`config.mk`:
```
export PLATFORM = sky130hd
export DESIGN_NAME = sbdm_ctrl
export DESIGN_NICKNAME = d
export VERILOG_FILES = /design/src/hdl/single_bin_dft_magnitude_macros.svh /design/src/hdl/sbdm_pkg.sv /design/src/hdl/sbdm_ctrl.sv
export SDC_FILE = /design/constraint.sdc
export NUM_CORES = 1
export LEC_CHECK = 0
export BUFFER_PORTS_ARGS = -buffer_cell sky130_fd_sc_hd__buf_2
export CORE_MARGIN = 1
export CORE_UTILIZATION = 38
export DETAILED_ROUTE_END_ITERATION = 6
export PLACE_DENSITY = 0.62
export SLEW_MARGIN = 25
export SYNTH_ARGS = -nofsm -noshare
export SYNTH_HDL_FRONTEND = slang
export SYNTH_SLANG_ARGS = --single-unit
```
`constraint.sdc`:
```
create_clock -name clk -period 2.1 [get_ports clk]
set_clock_uncertainty 0.2 [all_clocks]
set_input_delay 0.525 -clock clk [delete_from_list [all_inputs] [get_ports clk]]
set_output_delay 0.525 -clock clk [all_outputs]
set_load 0.05 [all_outputs]
```
`src/hdl/single_bin_dft_magnitude_macros.svh`:
```
// assertion macros for the single bin dft magnitude block
`ifndef SINGLE_BIN_DFT_MAGNITUDE_MACROS_SVH
`define SINGLE_BIN_DFT_MAGNITUDE_MACROS_SVH

`ifndef ASSERT_OFF
`define SBDM_ASSERT_ALWAYS(label, expr, msg) \
	label: assert property (@(posedge clk) disable iff (!arst_n) (expr)) else $error(msg);
`define SBDM_ASSERT_NEXT(label, ante, cons, msg) \
	label: assert property (@(posedge clk) disable iff (!arst_n) (ante) |=> (cons)) \
		else $error(msg);
`else
`define SBDM_ASSERT_ALWAYS(label, expr, msg)
`define SBDM_ASSERT_NEXT(label, ante, cons, msg)
`endif

`endif

```
`src/hdl/sbdm_pkg.sv`:
```
package sbdm_pkg;

	localparam int SAMPLE_W = 16;
	localparam int TW_W = 18;
	localparam int SUM_W = 32;
	localparam int MAG_W = 28;
	localparam int RAD_W = 2 * SUM_W;
	localparam int ROOT_W = SUM_W;

	localparam int MAX_BLOCK = 4096;
	localparam int CNT_W = $clog2(MAX_BLOCK);

	localparam int ROOT_STEPS = ROOT_W;
	localparam int STEP_W = $clog2(ROOT_STEPS);

	localparam logic signed [TW_W-1:0] PH_ONE = 18'sh1FFFF;
	localparam logic signed [TW_W-1:0] PH_ZERO = 18'sh00000;
	localparam logic [MAG_W-1:0] MAG_MAX = {MAG_W{1'b1}};

	localparam int CFG_IDX_W = 1;
	localparam logic [CFG_IDX_W-1:0] CFG_TWIDDLE_COS = 1'b0;
	localparam logic [CFG_IDX_W-1:0] CFG_TWIDDLE_SIN_NEG = 1'b1;

	typedef struct packed {
		logic load;
		logic mul;
		logic acc;
		logic sqr;
		logic add;
		logic step;
		logic emit;
	} sbdm_cmd_t;

endpackage

```
`src/hdl/sbdm_ctrl.sv`:
```
module sbdm_ctrl (
	input  logic                clk,
	input  logic                arst_n,
	input  logic                in_valid,
	output logic                in_ready,
	input  logic                last,
	output logic                out_valid,
	input  logic                out_ready,
	output sbdm_pkg::sbdm_cmd_t cmd
);

	localparam logic [2:0] ST_IDLE = 3'd0;
	localparam logic [2:0] ST_MUL  = 3'd1;
	localparam logic [2:0] ST_ACC  = 3'd2;
	localparam logic [2:0] ST_SQR  = 3'd3;
	localparam logic [2:0] ST_ADD  = 3'd4;
	localparam logic [2:0] ST_ROOT = 3'd5;
	localparam logic [2:0] ST_FIN  = 3'd6;

	logic [2:0]                  state_q;
	logic [2:0]                  state_n;
	logic [sbdm_pkg::CNT_W-1:0]  cnt_q;
	logic [sbdm_pkg::STEP_W-1:0] step_q;
	logic                        last_q;
	logic                        out_valid_q;
	logic                        xfer_in;
	logic                        last_eff;
	logic                        step_done;

	assign xfer_in = in_valid && (state_q == ST_IDLE);
	// overlong block closes itself
	assign last_eff = last || (cnt_q == sbdm_pkg::CNT_W'(sbdm_pkg::MAX_BLOCK - 1));
	assign step_done = (step_q == sbdm_pkg::STEP_W'(sbdm_pkg::ROOT_STEPS - 1));

	always_comb begin
		state_n = state_q;
		cmd = '0;
		case (state_q)
			ST_IDLE: begin
				if (in_valid) begin
					cmd.load = 1'b1;
					state_n = ST_MUL;
				end
			end
			ST_MUL: begin
				cmd.mul = 1'b1;
				state_n = ST_ACC;
			end
			ST_ACC: begin
				cmd.acc = 1'b1;
				state_n = last_q ? ST_SQR : ST_IDLE;
			end
			ST_SQR: begin
				cmd.sqr = 1'b1;
				state_n = ST_ADD;
			end
			ST_ADD: begin
				cmd.add = 1'b1;
				state_n = ST_ROOT;
			end
			ST_ROOT: begin
				cmd.step = 1'b1;
				if (step_done) begin
					state_n = ST_FIN;
				end
			end
			ST_FIN: begin
				// hold the root until the output register is free
				if (!out_valid_q || out_ready) begin
					cmd.emit = 1'b1;
					state_n = ST_IDLE;
				end
			end
			default: begin
				state_n = ST_IDLE;
			end
		endcase
	end

	always_ff @(posedge clk or negedge arst_n) begin
		if (!arst_n) begin
			state_q <= ST_IDLE;
			cnt_q <= '0;
			step_q <= '0;
			last_q <= 1'b0;
			out_valid_q <= 1'b0;
		end else begin
			state_q <= state_n;
			if (xfer_in) begin
				cnt_q <= last_eff ? '0 : cnt_q + 1'b1;
				last_q <= last_eff;
			end
			if (cmd.add) begin
				step_q <= '0;
			end else if (cmd.step) begin
				step_q <= step_q + 1'b1;
			end
			if (cmd.emit) begin
				out_valid_q <= 1'b1;
			end else if (out_ready) begin
				out_valid_q <= 1'b0;
			end
		end
	end

	assign in_ready = (state_q == ST_IDLE);
	assign out_valid = out_valid_q;

endmodule

```
==> results by group, run 1 <==
Drt
  • DRT iter0 DRCs: 41
  • Vias post-DR: ~1000
  • Antenna-violating nets left: 0
  • Vias per cell: about 5.1
  • Post-Route WL: 2580 um
  • Post-DR wirelength/cell: between 10 and 15 um
  • Residual DRC count: 0
  • Pre-Repair DR Iteration Count: 4

Synthesis
  • Mapped Cells: between 100 and 150
  • Sequential fraction of the synthesis area: 0.456
  • Async set-reset flop share out of synthesis: 1.00
  • Top cells by area, synth: dfrtp_1 46%, nand2_1 5.9%, o21ai_0 5.4%, nor2_1 3.7%, ha_1 3.1%
  • Synth warn: 0
  • Most common cell in the netlist: dfrtp_1
  • Synthesized net count: 141
  • Area share of and/or/nand/nor cells after synthesis: 0.265
  • Portion of netlist area occupied by mux cells: 0.0187
  • Ys flop type: dfrtp_1
  • Number of synthesized flops with an enable pin: 0
  • Synth Register Bits: 22
  • Synth Area in Adders: 0.0311
  • Largest family of logic cells by synthesized area: simple AND/OR/NAND/NOR gates
  • Post-synth top cells: 22 x dfrtp_1, 19 x nand2_1, 13 x o21ai_0
  • Cell taking the most area after synthesis: dfrtp_1
  • Compound-gate portion of the synthesized area: 0.146
  • Number of distinct library cells after synthesis: 37
  • Cell Area, Synth: 1210 um2
  • Avg Cell Area, Syn: 9.08 um2
  • Top cell type's share of synthesized area: 0.456
  • XOR/XNOR Fraction of Synth Area: 0.0290

Global routing
  • Initial antenna violation count: 0
  • Top Usage Layer GRT: met2
  • First-pass GRT wire length: 4340 um
  • Met1 usage: 0.198
  • Vias in the first global route: 998
  • Largest net degree at the start of global routing: 23
  • Met2 Usage GRT: 0.291
  • Global Route met3 Usage: 0.0440
  • Grt ovf: 0
  • Total track usage: 0.166

STA
  • Maximum clock rate: 0.453 GHz
  • Final Setup Violations: 2
  • Final worst slack: -0.109 ns
  • Slew headroom: 0.669
  • Minimum clock period: approximately 2.2 ns
  • RSZ-0062 raised after global routing: true
  • Slew @ Worst Pin: 0.496 ns
  • Final hold viol count: 0
  • Max-slew violation count: 0
  • Fin crit share: 1.05

Critical path
  • CP endpoint: cmd[6]
  • R2R Path Start: state_q[1]$_DFFE_PN0P_
  • WP data arrival: 1.48 ns
  • Worst Reg2Reg Path Length in Cells: 6
  • WP data required: 1.37 ns
  • CP Capture Type: output pin
  • Crit path kind: flop to output pin
  • Crit Path Max Fanout: 2
  • R2R setup slack: about 0.060 ns
  • CP Launch Type: flop
  • Worst r2r dst: cnt_q[9]$_DFFE_PN0P_
  • Worst setup startpoint: state_q[1]$_DFFE_PN0P_

Final layout
  • Multi-input logic area: around 670 um2
  • Filler Cell Count: ~290
  • # nets final: 170
  • Final Non-Filler Cells: 205
  • Register area: 551 um2
  • Area growth, synth to finish: 34.5%
  • Fraction of layout cells with a size suffix above 1: 0.335
  • Antenna cell count: 0

Die
  • Site row count: 20
  • Chip width: roughly 60 um
  • Die H: 58.4 um
  • Initial Util: 0.399
  • Io pins: 14
  • Die area: 3410 um2
  • Core ar.: between 3000 and 4000 um2

Clocking
  • Clk pin slew, worst setup/hold paths: 0.14 ns
  • CTS Root Cell: clkbuf_4
  • Clock Path Buffers: 2
  • CTS tree: done
  • CTS sink cnt: 22
  • Total CTS buffers: 3
  • H-tree depth: 1
  • Skew-Pair Late Insertion Delay: between 0.3 and 0.4 ns

Min path
  • Worst hold stages: 2
  • Min-Delay Path Class: flop to flop

Power and ir drop
  • Pwr Density: between 1000 and 1500 nW/um2
  • LEAKAGE: between 0.7 and 0.8 nW
  • Total power: ~2.0 mW
  • Worst IR Drop VDD: about 1.1 mV

Placed design
  • Inst Count DP: 192
  • Gpl congestion: 0.775
  • Worst slack at placement: -0.0546 ns
  • Number of I/O port buffers: 13
  • Post-detailed-placement half-perimeter wirelength: between 1500 and 2000 um

Run status
  • Status: finished, violations left
  • Failing checks: negative setup slack

Job
  • Max-Cap Viols: 0
==> worst max-delay path, cell delays in order, from the launching register on <==
cell and delay (ns):
dfrtp_1 0.40, or4b_4 0.56, inv_4 0.08, buf_8 0.14
==> cells in the final DEF, fill, tap and decap left out, drive strengths merged <==
cell / instances
a21o: 3
a21oi: 5
a22o: 2
a22oi: 1
a2bb2oi: 1
a31oi: 1
a41oi: 1
and2: 2
and3: 3
and4: 1
buf: 32
bufinv: 1
clkbuf: 3
clkinvlp: 1
dfrtp: 22
dlygate4sd3: 1
ha: 3
inv: 2
mux2: 2
nand2: 19
nand2b: 2
nand3: 6
nand4: 2
nor2: 13
nor2b: 1
nor3: 7
nor3b: 1
nor4: 1
o21ai: 13
o31ai: 2
or3: 1
or4: 1
or4b: 1
xnor2: 4
==> metrics by stage <==
stage	instance area [um2]	hold slack (ns)	setup TNS [ns]	util
floorplan	1210	0.0294	-1.57	-
global placement	1360	0.270	-0.0601	0.448
detailed placement	1360	0.288	-0.0833	0.448
CTS	1530	0.302	-0.127	0.506
global route	1620	0.345	-0.437	0.536
finish	1620	0.317	-0.114	0.536
==> state kept, by name (all words and copies together), names as in the netlist <==
signal,count
cnt_q,12
last_q,1
state_q,3
step_q,5
out_valid,1
==> metal layers <==
metal	vias to the layer above	routed length (um)
met5	-	0
met4	0	28
met3	4	103
met2	22	1310
met1	501	1130
li1	521	-
==> where the power goes <==
group | switching [mW] | internal, mW
clock | 0.142 | 0.193
sequential | 0.0999 | 0.532
combinational | 0.599 | 0.473
==> cells by family (layout without fill, tap and decap cells) <==
family / Yosys count / in the layout
adders and majority gates: 3 / 3
and+or+nand+nor: 61 / 61
DFF: 22 / 22
buffers and inverters: 12 / 40
muxes: 2 / 2
xor gates and xnor gates: 4 / 4
AOI/OAI and AO/OA: 29 / 29
==> cell type report <==
cell class | count | area share
multi-input combinational | 99 | 0.410
sequential | 22 | 0.339
timing repair buffer | 33 | 0.174
tap | 44 | 0.0339
clock inverter | 1 | 0.0185
clock buffer | 3 | 0.0139
inverter | 3 | 0.0108
==> how the worst min path moves through the flow <==
stage	end	start	slack, ns
floorplan	cnt_q[0]$_DFFE_PN0P_	arst_n	0.03
global placement	step_q[4]$_DFFE_PN0P_	step_q[4]$_DFFE_PN0P_	0.27
detailed placement	step_q[4]$_DFFE_PN0P_	step_q[4]$_DFFE_PN0P_	0.29
CTS	out_valid$_DFFE_PN0P_	out_ready	0.30
global route	cnt_q[2]$_DFFE_PN0P_	last	0.34
finish	step_q[4]$_DFFE_PN0P_	step_q[4]$_DFFE_PN0P_	0.32
==> repair_timing <==
| item | in CTS | in global routing |
|---|---|---|
| pin swaps | 1 | 4 |
| gates resized for setup | 22 | 18 |
| buffers inserted | 5 | 4 |
| hold buffers | 1 | 0 |
| endpoints found under the setup margin | 6 | 12 |
| endpoints found under the hold margin | 22 | 0 |
Power figures use the tool's default switching activity.
==> run 2, diff against run 1 <==
- CORE_UTILIZATION: 38 -> 50
- PLACE_DENSITY: 0.62 -> 0.77
==> results by group, run 2 (same netlist as run 1, synthesis figures left out) <==
Drt
  • Antenna-violating nets left: 0 (unchanged)
  • Pre-Repair DR Iteration Count: 4 (unchanged)
  • DRT iter0 DRCs: 20 (-51%)
  • Post-Route WL: 2740 um (+6.2%)
  • Vias per cell: 5.69 (+11%)
  • Post-DR wirelength/cell: 14.7 um (+17%)
  • Residual DRC count: 0 (unchanged)
  • Vias post-DR: 1058 (+0.95%)

Power and ir drop
  • Pwr Density: 1290 nW/um2 (+2.9%)
  • Worst IR Drop VDD: 1.19 mV (+13%)
  • Total power: 2.01 mW (-1.3%)
  • LEAKAGE: 0.707 nW (-2.5%)

STA
  • Slew headroom: 0.654 (-0.0150)
  • Final Setup Violations: 3 (+1)
  • Setup_tns: -0.180 ns (-0.0662 ns)
  • RSZ-0062 raised after global routing: true
  • Slew @ Worst Pin: 0.519 ns (+0.0225 ns)
  • Final hold viol count: 0 (unchanged)
  • Final worst slack: -0.159 ns (-0.0493 ns)
  • Max-slew violation count: 0 (unchanged)
  • Maximum clock rate: 0.443 GHz (-2.2%)
  • Hold slack final: 0.296 ns (-0.0216 ns)
  • Minimum clock period: 2.26 ns (+0.0493 ns)
  • Fin crit share: 1.08 (+0.0235)

Die
  • Die area: 2620 um2 (-23%)
  • Initial Util: 0.536 (+0.137)
  • Chip width: 51.1 um (-12%)
  • Core ar.: 2250 um2 (-26%)
  • Site row count: 17 (-15%)
  • Io pins: 14 (unchanged)
  • Die H: 51.1 um (-12%)

Critical path
  • Worst r2r dst: cnt_q[11]$_DFFE_PN0P_
  • CP Launch Type: flop
  • R2R setup slack: 0.14 ns (+0.08 ns)
  • WP data arrival: 1.53 ns (+0.05 ns)
  • R2R Path Start: state_q[2]$_DFFE_PN0P_
  • WP data required: 1.37 ns (about the same)
  • Worst Reg2Reg Path Length in Cells: 3 (-3)
  • CP endpoint: cmd[6]
  • Crit Path Max Fanout: 4 (+2)
  • CP Capture Type: output pin
  • Worst setup startpoint: state_q[2]$_DFFE_PN0P_
  • Crit path kind: flop to output pin

Clocking
  • H-tree depth: 1 (unchanged)
  • CTS sink cnt: 22 (unchanged)
  • Total CTS buffers: 3 (unchanged)
  • Clock Path Buffers: 2 (unchanged)
  • Clk pin slew, worst setup/hold paths: 0.15 ns (about the same)
  • CTS tree: done
  • CTS Root Cell: clkbuf_4
  • Skew-Pair Late Insertion Delay: 0.33 ns (about the same)

Min path
  • Min-Delay Path Class: input port to flop
  • Worst hold stages: 3 (+1)

Final layout
  • Largest Register: cnt_q
  • Area growth, synth to finish: 29.0%
  • Fin util: 0.691 (+0.155)
  • Largest regs: cnt_q x12, step_q x5, state_q x3
  • Final Non-Filler Cells: 186 (-9.3%)
  • Most frequent cells in the layout: 22 x dfrtp_1, 19 x nand2_1, 17 x buf_4
  • Register area: 551 um2 (unchanged)
  • # nets final: 167 (-1.8%)
  • Max FFs per register: 12 (unchanged)
  • Commonest non-fill, non-tap cell in the layout: dfrtp_1
  • Filler Cell Count: 174 (-39%)
  • Multi-input logic area: 649 um2 (-2.4%)
  • Fraction of layout cells with a size suffix above 1: 0.310 (-0.0253)
  • Antenna cell count: 0 (unchanged)
  • Finished Cell Area: 1560 um2 (-4.1%)

Global routing
  • Initial antenna violation count: 0 (unchanged)
  • Grt ovf: 0 (unchanged)
  • Largest net degree at the start of global routing: 23 (unchanged)
  • Total track usage: 0.235 (+0.0698)
  • Vias in the first global route: 957 (-4.1%)
  • First-pass GRT wire length: 4440 um (+2.2%)

Job
  • Max-Cap Viols: 0 (unchanged)

Placed design
  • Gpl congestion: 0.806 (+4.0%)
  • Number of I/O port buffers: 13 (unchanged)
  • DP Area: 1330 um2 (-2.0%)
  • Post-detailed-placement half-perimeter wirelength: 1680 um (-2.8%)
  • Worst slack at placement: -0.0524 ns (+0.00218 ns)
  • Inst Count DP: 175 (-8.9%)

Run status
  • Failing checks: negative setup slack
  • Status: finished, violations left
-- run 2: cell count changes in the layout (fill, tap and decap cells not counted) --
cell,change
buf_6,-4
a41oi_1,+1
a41oi_2,-1
buf_8,+1
nor2_1,+1
nor2_2,-1
nor3_2,+1
nor3_4,-1
-- run 2: worst max-delay path, stage by stage, from the launching register on --
cell	delay [ns]
dfrtp_1	0.42
or4b_4	0.58
inv_4	0.08
buf_8	0.14
-- run 2: metal layers --
| metal | global-route usage | share of wire |
|---|---|---|
| met1 | 0.276 | 0.43 |
| met2 | 0.397 | 0.51 |
| met3 | 0.0685 | 0.041 |
| met4 | 0.102 | 0.014 |
| met5 | 0 | 0 |
-- run 2: how the worst min path moves through the flow --
stage / end / startpoint / slack, ns
floorplan: cnt_q[0]$_DFFE_PN0P_ / arst_n / 0.03
global placement: step_q[4]$_DFFE_PN0P_ / step_q[4]$_DFFE_PN0P_ / 0.27
detailed placement: step_q[4]$_DFFE_PN0P_ / step_q[4]$_DFFE_PN0P_ / 0.28
CTS: out_valid$_DFFE_PN0P_ / out_ready / 0.29
global route: out_valid$_DFFE_PN0P_ / out_ready / 0.31
finish: out_valid$_DFFE_PN0P_ / out_ready / 0.30
-- run 2: final cells by class --
type / count / area share
Multi-Input combinational cell: 99 / 0.417
Clock inverter: 1 / 0.0193
Clock buffer: 3 / 0.0145
Inverter: 3 / 0.0112
Sequential cell: 22 / 0.353
Tap cell: 28 / 0.0225
Timing Repair Buffer: 30 / 0.162
-- run 2: what timing repair did --
action                                  in CTS  in global routing
endpoints found under the setup margin       6                  8
pin swaps                                    2                  3
hold buffers                                 1                  0
endpoints found under the hold margin       22                  0
setup buffers                                5                  3
gates resized for setup                     27                  9
-- run 2: power breakdown --
group	total, mW	internal [mW]	switching [mW]
sequential	0.636	0.532	0.104
combinational	1.03	0.441	0.593
clock	0.342	0.193	0.149
==> run 3, diff against run 2 <==
- CORE_ASPECT_RATIO: default -> 1.2
==> results by group, run 3 (same netlist as run 1, synthesis figures left out) <==
Run status
  • Status: finished, violations left
  • Failing checks: negative setup slack

Die
  • Chip width: 46.9 um (-8.4%)
  • Io pins: 14 (unchanged)
  • Core ar.: 2280 um2 (+1.2%)
  • Die H: 55.8 um (+9.2%)
  • Initial Util: 0.529 (-0.00646)
  • Die area: 2620 um2 (about the same)
  • Site row count: 19 (+2)

STA
  • Max-slew violation count: 0 (unchanged)
  • Slew @ Worst Pin: 0.498 ns (-0.0212 ns)
  • Final hold viol count: 0 (unchanged)
  • Minimum clock period: 2.22 ns (-0.0413 ns)
  • RSZ-0062 raised after global routing: true
  • Maximum clock rate: 0.451 GHz (+1.9%)
  • Final Setup Violations: 1 (-2)
  • Slew headroom: 0.668 (+0.0142)
  • Fin crit share: 1.06 (-0.0196)
  • Final worst slack: -0.117 ns (+0.0413 ns)

Final layout
  • Max FFs per register: 12 (unchanged)
  • Most frequent cells in the layout: 22 x dfrtp_1, 19 x nand2_1, 13 x o21ai_0
  • Final Non-Filler Cells: 184 (-1.1%)
  • Commonest non-fill, non-tap cell in the layout: dfrtp_1
  • Largest Register: cnt_q
  • Antenna cell count: 0 (unchanged)
  • Area growth, synth to finish: 22.5%
  • Finished Cell Area: 1480 um2 (-5.1%)
  • Fraction of layout cells with a size suffix above 1: 0.268 (-0.0422)
  • Largest regs: cnt_q x12, step_q x5, state_q x3
  • Fin util: 0.648 (-0.0429)
  • # nets final: 162 (-3.0%)

Power and ir drop
  • LEAKAGE: 0.675 nW (-4.5%)
  • Total power: 1.80 mW (-10%)
  • Pwr Density: 1220 nW/um2 (-5.6%)
  • Worst IR Drop VDD: 1.10 mV (-7.5%)

Critical path
  • Crit path buf inv count: 2 (unchanged)
  • CP Launch Type: flop
  • Worst-path cell chain: or4b_4 > inv_4 > buf_8
  • Top delay family on crit path: simple AND/OR/NAND/NOR gates
  • WP data arrival: 1.49 ns (-0.04 ns)
  • Slowest cell on crit path: or4b_4
  • CP Capture Type: output pin
  • Crit Path Max Fanout: 3 (-1)
  • WP data required: 1.37 ns (about the same)
  • R2R setup slack: 0.11 ns (-0.03 ns)
  • Crit path kind: flop to output pin
  • Critical path's largest stage delay: 0.57 ns (about the same)

Placed design
  • DP Area: 1320 um2 (-0.85%)
  • Inst Count DP: 176 (+0.57%)
  • Gpl congestion: 0.794 (-1.4%)
  • Number of I/O port buffers: 13 (unchanged)
  • Worst slack at placement: -0.0366 ns (+0.0158 ns)
  • Post-detailed-placement half-perimeter wirelength: 1670 um (-0.44%)

Clocking
  • Clock Path Buffers: 2 (unchanged)
  • CTS Root Cell: clkbuf_4
  • H-tree depth: 1 (unchanged)
  • Skew-Pair Late Insertion Delay: 0.30 ns (-0.03 ns)
  • CTS sink cnt: 22 (unchanged)
  • CTS tree: done
  • Clk pin slew, worst setup/hold paths: 0.12 ns (-0.03 ns)
  • Total CTS buffers: 3 (unchanged)

Global routing
  • Vias in the first global route: 1006 (+5.1%)
  • Initial antenna violation count: 0 (unchanged)
  • Total track usage: 0.212 (-0.0229)
  • Grt ovf: 0 (unchanged)
  • Largest net degree at the start of global routing: 23 (unchanged)
  • First-pass GRT wire length: 4160 um (-6.2%)

Drt
  • Vias post-DR: 1022 (-3.4%)
  • Vias per cell: 5.55 (-2.4%)
  • Pre-Repair DR Iteration Count: 4 (unchanged)
  • Post-DR wirelength/cell: 13.5 um (-8.1%)
  • DRT iter0 DRCs: 8 (-60%)
  • Post-Route WL: 2490 um (-9.1%)
  • Residual DRC count: 0 (unchanged)
  • Antenna-violating nets left: 0 (unchanged)

Min path
  • Min-Delay Path Class: flop to flop

Job
  • Max-Cap Viols: 0 (unchanged)
==> run 3: worst register-to-register path, cell delays in order (launching register included) <==
cell,delay (ns)
dfrtp_1,0.41
or4b_4,0.57
buf_4,0.22
nor4_4,0.29
xnor2_1,0.16
nor2_2,0.05
==> run 3: what timing repair did <==
item,CTS,global route
pin swaps,2,1
gates resized for setup,15,11
setup endpoints to repair,5,7
hold buffers,1,0
buffers inserted,0,3
endpoints found under the hold margin,22,0
==> run 3: final timing paths <==
kind                                   startpoint                    end  cells past startpoint
setup / recovery           state_q[2]$_DFFE_PN0P_                 cmd[6]                      3
hold / removal              step_q[4]$_DFFE_PN0P_  step_q[4]$_DFFE_PN0P_                      2
setup reg to reg           state_q[2]$_DFFE_PN0P_   cnt_q[9]$_DFFE_PN0P_                      5
hold reg to reg             step_q[4]$_DFFE_PN0P_  step_q[4]$_DFFE_PN0P_                      2
max in group asynchronous                  arst_n  cnt_q[11]$_DFFE_PN0P_                      2
min in group asynchronous                  arst_n   cnt_q[9]$_DFFE_PN0P_                      2
==> run 3: area by class of cell <==
| cell class | instances | area, um2 |
|---|---|---|
| clock buffers | 4 | 36.3 |
| fillers | 193 | 803 |
| inverters | 3 | 17.5 |
| multi-input cells | 99 | 631 |
| flip-flops and latches | 22 | 551 |
| well taps | 31 | 38.8 |
| repair buffers | 25 | 205 |
==> run 3: report_power, final <==
part,leakage (nW),switching [mW],total (mW),internal (mW)
Combinational,0.365,0.561,0.939,0.378
Clock,0.0210,0.127,0.233,0.106
Sequential,0.289,0.100,0.633,0.532
==> run 3: per-layer routing <==
layer	up-vias	share of wire	wire, um	GRT usage
li1	501	-	-	-
met1	495	0.43	1070	0.281
met2	22	0.52	1300	0.349
met3	4	0.033	81	0.0227
met4	0	0.014	34	0.0735
met5	-	0	0	0
==> run 3: through the flow <==
step / setup TNS [ns] / hold WS [ns]
after floorplan: -1.57 / 0.0294
after global placement: -0.0312 / 0.269
after detailed placement: -0.0657 / 0.298
after CTS: -0.120 / 0.325
after global routing: -0.290 / 0.361
final: -0.117 / 0.329
